**src/hdl/swrs_pkg.sv**
```systemverilog
`timescale 1ns / 1ps
// Shared types and constants for the sliding-window rank select filter.
// Used by swrs_ctrl, swrs_dp and sliding_window_rank_select; no dependencies.
package swrs_pkg;

  localparam int WINDOW_MAX_DEF = 64;
  localparam int SAMPLE_W_DEF   = 32;
  localparam int CFG_W          = 7;
  localparam int RANK_W         = 7;
  localparam int OUT_W          = 32;
  localparam int OUT_TDATA_W    = ((OUT_W + 7) / 8) * 8;

  typedef enum logic [1:0] {
    ST_IDLE,
    ST_PREFIX,
    ST_SELECT
  } swrs_state_t;

  // controller -> datapath
  typedef struct packed {
    logic             accept;    // shift the new sample into the sorted cells
    logic             prefix;    // capture first half of the window prefix count
    logic             load_out;  // load the result register
    logic             err;       // result carries a rank error
    logic [CFG_W-1:0] w_eff;     // effective window size, 1..WINDOW_MAX
  } swrs_cmd_t;

  // datapath -> controller
  typedef struct packed {
    logic rank_bad;
  } swrs_stat_t;

endpackage

```
**src/hdl/swrs_ctrl.sv**
```systemverilog
`timescale 1ns / 1ps
// Controller for the rank select filter: handshakes, window size register,
// fill count and the per-word sequence. Depends on swrs_pkg.
module swrs_ctrl
  import swrs_pkg::*;
#(
  parameter int WINDOW_MAX = WINDOW_MAX_DEF
) (
  input  logic             clk,
  input  logic             rst_n,
  input  logic             in_tvalid,
  output logic             in_tready,
  output logic             out_tvalid,
  input  logic             out_tready,
  input  logic             cfg_valid,
  output logic             cfg_ready,
  input  logic [CFG_W-1:0] cfg_data,
  input  swrs_stat_t       stat,
  output swrs_cmd_t        cmd
);

  localparam int CW = $clog2(WINDOW_MAX + 1);

  swrs_state_t      state_r, state_nxt;
  logic [CW-1:0]    fill_r, fill_nxt, fill_inc;
  logic [CFG_W-1:0] win_r, w_eff;
  logic             out_valid_r, out_valid_nxt;
  logic             err_r, err_nxt;

  assign cfg_ready  = 1'b1;
  assign out_tvalid = out_valid_r;

  always_comb begin
    if (win_r == '0) begin
      w_eff = CFG_W'(1);
    end else if (int'(win_r) > WINDOW_MAX) begin
      w_eff = CFG_W'(WINDOW_MAX);
    end else begin
      w_eff = win_r;
    end
  end

  // saturate at the store depth
  assign fill_inc = (fill_r == CW'(WINDOW_MAX)) ? fill_r : fill_r + CW'(1);

  always_ff @(posedge clk) begin
    if (!rst_n) begin
      state_r     <= ST_IDLE;
      fill_r      <= '0;
      win_r       <= CFG_W'(1);
      out_valid_r <= 1'b0;
      err_r       <= 1'b0;
    end else begin
      state_r     <= state_nxt;
      fill_r      <= fill_nxt;
      out_valid_r <= out_valid_nxt;
      err_r       <= err_nxt;
      if (cfg_valid && cfg_ready) begin
        win_r <= cfg_data;
      end
    end
  end

  always_comb begin
    state_nxt    = state_r;
    fill_nxt     = fill_r;
    err_nxt      = err_r;
    in_tready    = 1'b0;
    cmd.accept   = 1'b0;
    cmd.prefix   = 1'b0;
    cmd.load_out = 1'b0;
    cmd.err      = err_r;
    cmd.w_eff    = w_eff;
    unique case (state_r)
      ST_IDLE: begin
        in_tready = 1'b1;
        if (in_tvalid) begin
          cmd.accept = 1'b1;
          fill_nxt   = fill_inc;
          err_nxt    = stat.rank_bad;
          // no result until the window is full
          if (int'(fill_inc) >= int'(w_eff)) begin
            state_nxt = ST_PREFIX;
          end
        end
      end
      ST_PREFIX: begin
        cmd.prefix = 1'b1;
        state_nxt  = ST_SELECT;
      end
      ST_SELECT: begin
        // hold until the result register is free
        if (!out_valid_r || out_tready) begin
          cmd.load_out = 1'b1;
          state_nxt    = ST_IDLE;
        end
      end
      default: begin
        state_nxt = ST_IDLE;
      end
    endcase
  end

  always_comb begin
    if (cmd.load_out) begin
      out_valid_nxt = 1'b1;
    end else if (out_tready) begin
      out_valid_nxt = 1'b0;
    end else begin
      out_valid_nxt = out_valid_r;
    end
  end

`ifndef NO_ASSERTIONS
  a_fill_bound: assert property (@(posedge clk) disable iff (!rst_n)
    int'(fill_r) <= WINDOW_MAX)
    else $error("fill count above store depth");

  a_weff_range: assert property (@(posedge clk) disable iff (!rst_n)
    w_eff != '0 && int'(w_eff) <= WINDOW_MAX)
    else $error("effective window size out of range");

  a_prefix_after_word: assert property (@(posedge clk) disable iff (!rst_n)
    state_r == ST_PREFIX |-> $past(in_tvalid && in_tready))
    else $error("prefix step without an accepted word");

  a_select_loads: assert property (@(posedge clk) disable iff (!rst_n)
    (state_r == ST_SELECT && !out_valid_r) |=> out_valid_r)
    else $error("free result register not loaded in select step");
`endif

endmodule

```
**config.mk**
```make
export PLATFORM = sky130hd
export DESIGN_NAME = swrs_ctrl
export DESIGN_NICKNAME = d
export VERILOG_FILES = /design/src/hdl/swrs_pkg.sv /design/src/hdl/swrs_ctrl.sv
export SDC_FILE = /design/constraint.sdc
export NUM_CORES = 1
export LEC_CHECK = 0
export BUFFER_PORTS_ARGS = -buffer_cell sky130_fd_sc_hd__clkbuf_2
export CELL_PAD_IN_SITES_DETAIL_PLACEMENT = 2
export CELL_PAD_IN_SITES_GLOBAL_PLACEMENT = 2
export CORE_AREA = 2 2 67 69
export CTS_CLUSTER_DIAMETER = 120
export DETAILED_ROUTE_END_ITERATION = 16
export DIE_AREA = 0 0 69 71
export PLACE_DENSITY_LB_ADDON = 0.3
export SYNTH_ARGS = -nofsm -noshare
export SYNTH_HDL_FRONTEND = slang
export SYNTH_SLANG_ARGS = --single-unit
```
**constraint.sdc**
```tcl
create_clock -name clk -period 2.1 [get_ports clk]
set_input_delay 0.21 -clock clk [delete_from_list [all_inputs] [get_ports clk]]
set_output_delay 0.21 -clock clk [all_outputs]
set_load 0.02 [all_outputs]
```
### After elaboration in Yosys (flattened, before gate mapping)

Index checks and enable logic that the tools add are counted.

| storage, ports and cells | value |
|---|---|
| register bits | 18 |
| bits in latches | 0 |
| bits in writable memories | 0 |
| memory bits (read-only) | 0 |
| bits of input ports | 13 |
| output and inout port bits | 14 |
| word-level logic and storage cells | 36 |
| memories kept | 0 |

| operators by class | value |
|---|---|
| $add $sub $neg | 1 |
| multipliers | 0 |
| div/mod/pow operators | 0 |
| $lt $le $gt $ge | 2 |
| eq/ne operators | 6 |
| shift-type cells | 0 |
| mux-type cells | 15 |
| bitwise gates (word level) | 0 |
| reduce and logical (&&, ||, !) cells | 7 |

Operators by type and width:

| operator | number |
|---|---|
| 7-bit two-way mux | 3 |
| 1-bit two-way mux | 8 |
| 7-bit by 1-bit adder with 7-bit output, second input constant | 1 |
| 7-bit equality test, second input constant | 1 |
| 7-bit >= comparator | 1 |
| 7-bit > comparator, second input constant | 1 |
| 7-bit zero test | 1 |
| 2-bit two-way mux | 3 |
| 2-bit inequality test, second input constant | 3 |
| 2-bit one-hot mux with 3 select lines | 1 |
| 3-bit AND reduction | 1 |
| 2-bit by 1-bit equality test with 1-bit output, second input constant | 1 |
| 2-bit equality test, second input constant | 1 |
| 2-bit zero test | 1 |
| 2-bit AND reduction | 1 |
| 2-bit nonzero test | 1 |
| 1-bit zero test | 1 |
| 1-bit logical OR | 1 |

### Longest topological paths before layout

| depth | value |
|---|---|
| depth in word-level cells | 7 |
| gate-level depth with buffers | 9 |
| mapped depth without buffers | 9 |

### Least setup slack after synthesis

No wires, ideal clock.

| timing path | value |
|---|---|
| path kind | register to register |
| from | register fill_r[2] |
| to | register state_r[0] |
| arrival | 1.905 ns |
| required time | 1.976 ns |
| setup slack | 0.071 ns |
| stages on the path, launching flop included | 9 |
| path buffers | 0 |
| period minus slack after synthesis | 2.029 ns |
| cell sequence | dfxtp_1 -> nor4b_1 -> nand3b_1 -> xnor2_1 -> ha_1 -> nand2b_1 -> a211oi_1 -> nor3_1 -> o311a_2 |

| on the way | value |
|---|---|
| word-level cells in the longest chain between the ends | 5 |
| elaborated cells between the ends (all ways) | 6 |
| those cells by class | add/sub: 1; order compare: 1; eq/ne: 2; mux: 1; reduce/logical: 1 |

RTL lines:

| what | line | source |
|---|---|---|
| start: declaration | swrs_ctrl.sv:25 | `logic [CW-1:0] fill_r, fill_nxt, fill_inc;` |
| start signal: assignment | swrs_ctrl.sv:55 | `fill_r <= fill_nxt;` |
| 7-bit by 1-bit adder with 7-bit output / 7-bit equality test (equally long branches) | swrs_ctrl.sv:44 | `assign fill_inc = (fill_r == CW'(WINDOW_MAX)) ? fill_r : fill_r + CW'(1);` |
| 7-bit two-way mux (*) | swrs_ctrl.sv:44 |  |
| 7-bit >= comparator (*) | swrs_ctrl.sv:82 | `if (int'(fill_inc) >= int'(w_eff)) begin` |
| 2-bit inequality test (no source line) (*) | - |  |
| 3-bit AND reduction (no source line) (*) | - |  |
| end signal: assignment | swrs_ctrl.sv:54 | `state_r <= state_nxt;` |
| end: declaration | swrs_ctrl.sv:24 | `swrs_state_t state_r, state_nxt;` |

Mark *: on every way between the ends. The rest lies on a longest branch, timed or not.
A chain may end at the register's enable or synchronous reset.

### Worst setup path in the final report

| timing path | value |
|---|---|
| from | register fill_r[1] |
| to | register state_r[0] |

| on the way | value |
|---|---|
| word-level cells in the longest chain between the ends | 5 |
| elaborated cells between the ends (all ways) | 6 |
| those cells by class | add/sub: 1; order compare: 1; eq/ne: 2; mux: 1; reduce/logical: 1 |

RTL lines:

| what | line |
|---|---|
| 7-bit by 1-bit adder with 7-bit output / 7-bit equality test (equally long branches) | swrs_ctrl.sv:44 |
| 7-bit two-way mux (*) | swrs_ctrl.sv:44 |
| net fill_inc[4] | swrs_ctrl.sv:25 |
| 7-bit >= comparator (*) | swrs_ctrl.sv:82 |
| 2-bit inequality test (no source line) (*) | - |
| 3-bit AND reduction (no source line) (*) | - |

Mark *: on every way through the listed nets, which the timed path passes. The rest lies on a longest branch.

==> summary.txt <==
Run status
  – Status: finished, final reports clean

Route
  – DR vias/cell: 4.55
  – Initial DRC count: 25
  – Top routing layer in use: met4
  – DRC Markers: 0
  – Final ANT Viol Nets: 0
  – Met2 Wirelength: 1.76 mm
  – DR pass1 iterations: 4
  – Total Wirelength: 3.06 mm
  – Met3 WL: 88 um
  – Met1 Routed Length: 1.19 mm
  – Routed len/inst: 14.8 um
  – Total number of vias: 938

Clock network
  – Clock sinks: 18
  – CTS max path bufs: 2
  – CTS tree: built
  – Clock transition at path regs: 0.08 ns
  – Clock root buffer: clkbuf_8
  – CTS buffer count: 3
  – CTS H-tree depth: 1
  – Clock Latency Late Sink: 0.26 ns

Synthesis
  – Net count after synthesis: 147
  – Post-Syn Area: 1090 um2
  – Syn avg cell area: 8.73 um2
  – Share of the synthesized area in the top cell type: 33.0%
  – Post-synth top flop: dfxtp_1
  – Yosys cell types: 34
  – Flops & latches, synth: 18
  – Sequential-to-total area share from yosys stat: 33.0%
  – Synth top area cells: dfxtp_1 33%, ha_1 10%, mux2i_1 6.4%
  – Yosys warnings: 0
  – Post-synth EDFFs: 0
  – Cells after synthesis: 125
  – Synth area leader: dfxtp_1
  – FFs w/ async S/R, synth: 0%

Timing
  – Fmax: 0.491 GHz
  – Max Slew Vio Count: 0
  – Minimum clock period: 2.04 ns
  – Skew final: 0.00552 ns
  – Worst Hold Margin: 0.179 ns
  – Endpoints failing hold: 0
  – # setup viols final: 0
  – Worst setup margin: 0.0635 ns
  – Setup TNS: 0 ns
  – RSZ-0062 raised after global routing: yes
  – Final period util: 97.0%

Power
  – Pwr Density: 606 nW/um2
  – Total Power: 0.844 mW
  – VDD IR max: 0.163 mV
  – Lkg Pwr: 0.689 nW

Setup path
  – Crit path DAT: 2.18 ns
  – Worst R2R Start: fill_r[1]$_SDFFE_PN0P_
  – Element type at the critical path end: flop
  – R2R setup slack: 0.06 ns
  – WP data required: 2.24 ns
  – FF-to-FF End: state_r[0]$_SDFFE_PN0P_
  – Crit path from: fill_r[1]$_SDFFE_PN0P_
  – Crit path kind: flop to flop
  – Worst reg2reg path depth: 7
  – Worst-path maximum fanout: 5
  – CP Launch Type: flop
  – CP Capture Point: state_r[0]$_SDFFE_PN0P_

Layout
  – Final Util: 33.1%
  – Fill cells: 479
  – Non-Filler Instances: 206
  – Share of cells above drive strength 1: 32.5%
  – Most common cell after layout, fill and taps aside: clkbuf_2
  – Commonest cells after routing, fill and taps aside: 25 x clkbuf_2, 15 x dfxtp_1, 13 x nand2_1
  – Nets: 177
  – Antenna Cells: 0
  – Multi-input logic area: 684 um2
  – Synth-to-layout area growth: 27.6%
  – Register area: 364 um2
  – Final Instance Area: 1390 um2

Die
  – Initial Util: 26.0%
  – Die W: 69 um
  – Die height: 71 um
  – Total Die Area: 4900 um2
  – I/O pins: 27
  – Row cnt: 24
  – Floorplan core area: 4200 um2

Flow run
  – Maxcap violations: 0

Placed design
  – RePlAce Congestion: 0.709
  – PortBufs: 25
  – DP Area: 1290 um2
  – DP HPWL: 2.36 mm
  – Dpl ws: -0.108 ns
  – Cell count after placement: 202

Worst hold path
  – Hold Crit Class: primary input to flop

GRT
  – Number of global-route vias before repair: 1067
  – Grt ovf: 0
  – Initial antenna violation count: 0
  – Gr usage total: 13.3%
  – Largest net degree at the start of global routing: 19
  – Global-route wire length before repair: 5.15 mm
state kept, by name, summed over array words and instances (netlist names):
signal      flops
err_r           1
fill_r          7
out_tvalid      1
state_r         2
win_r           7
kinds of logic (layout without fill, tap and decap cells):
group / count (synthesis) / after routing / share of synthesized area, %
fa+ha+maj: 9 / 9 / 10.3
simple gates: 50 / 50 / 24.9
mux: 7 / 7 / 6.42
xor+xnor: 8 / 8 / 6.42
buf+inv: 16 / 45 / 8.37
other cells: 1 / 1 / 0.344
compound gates: 16 / 16 / 10.2
flops: 18 / 18 / 33.0
how the worst min path moves through the flow:
stage               slack [ns]  depth (start not counted)                    end         from
floorplan                 0.34                          1  win_r[1]$_SDFFE_PN0P_        rst_n
global placement          0.43                          3  win_r[0]$_SDFFE_PN1P_  cfg_data[0]
detailed placement        0.45                          3  win_r[0]$_SDFFE_PN1P_  cfg_data[0]
CTS                       0.18                          3  win_r[0]$_SDFFE_PN1P_  cfg_data[0]
global route              0.19                          3  win_r[0]$_SDFFE_PN1P_  cfg_data[0]
finish                    0.18                          3  win_r[0]$_SDFFE_PN1P_  cfg_data[0]
routing by layer:
metal | up-vias | track usage, %
met5 | - | 0
met4 | 0 | 3.27
met3 | 2 | 2.56
met2 | 15 | 26.2
met1 | 451 | 14.6
li1 | 470 | -
Yosys cell counts, types with 4 or more instances:
| library cell | n |
|---|---|
| dfxtp_1 | 18 |
| nand2_1 | 13 |
| ha_1 | 9 |
| inv_1 | 8 |
| nor2_1 | 8 |
| mux2i_1 | 7 |
| nor2b_1 | 7 |
| a21boi_0 | 5 |
| xor2_1 | 5 |
| nor3_1 | 4 |
repair_timing:
item | 4_1_cts | 5_1_grt
gates resized for setup | 4 | 7
setup endpoints to repair | 1 | 1
hold buffers | 0 | 0
setup buffers | 0 | 0
endpoints found under the hold margin | 0 | 0
pin swaps | 0 | 5
final cells by class:
| class | count | area share, % |
|---|---|---|
| Timing Repair Buffer | 32 | 12.8 |
| Tap cell | 52 | 4.67 |
| Multi-Input combinational cell | 91 | 49.1 |
| Sequential cell | 18 | 26.1 |
| Clock buffer | 4 | 3.95 |
| Inverter | 9 | 3.32 |
where the power goes:
part           leakage, nW  total (mW)  internal (mW)  switching (mW)
sequential           0.148       0.373          0.359          0.0140
combinational        0.512       0.177         0.0757           0.102
clock               0.0288       0.294          0.167           0.128
total                0.689       0.844          0.601           0.243
worst max-delay path: stages, from the launching register on:
cell      delay (ns)
dfxtp_1         0.37
ha_1            0.21
nand3_2         0.16
xnor2_2         0.18
ha_1            0.32
a211oi_2        0.25
nor2_1          0.07
o311a_2         0.36
No activity file was read; power rests on OpenSTA's default activity.
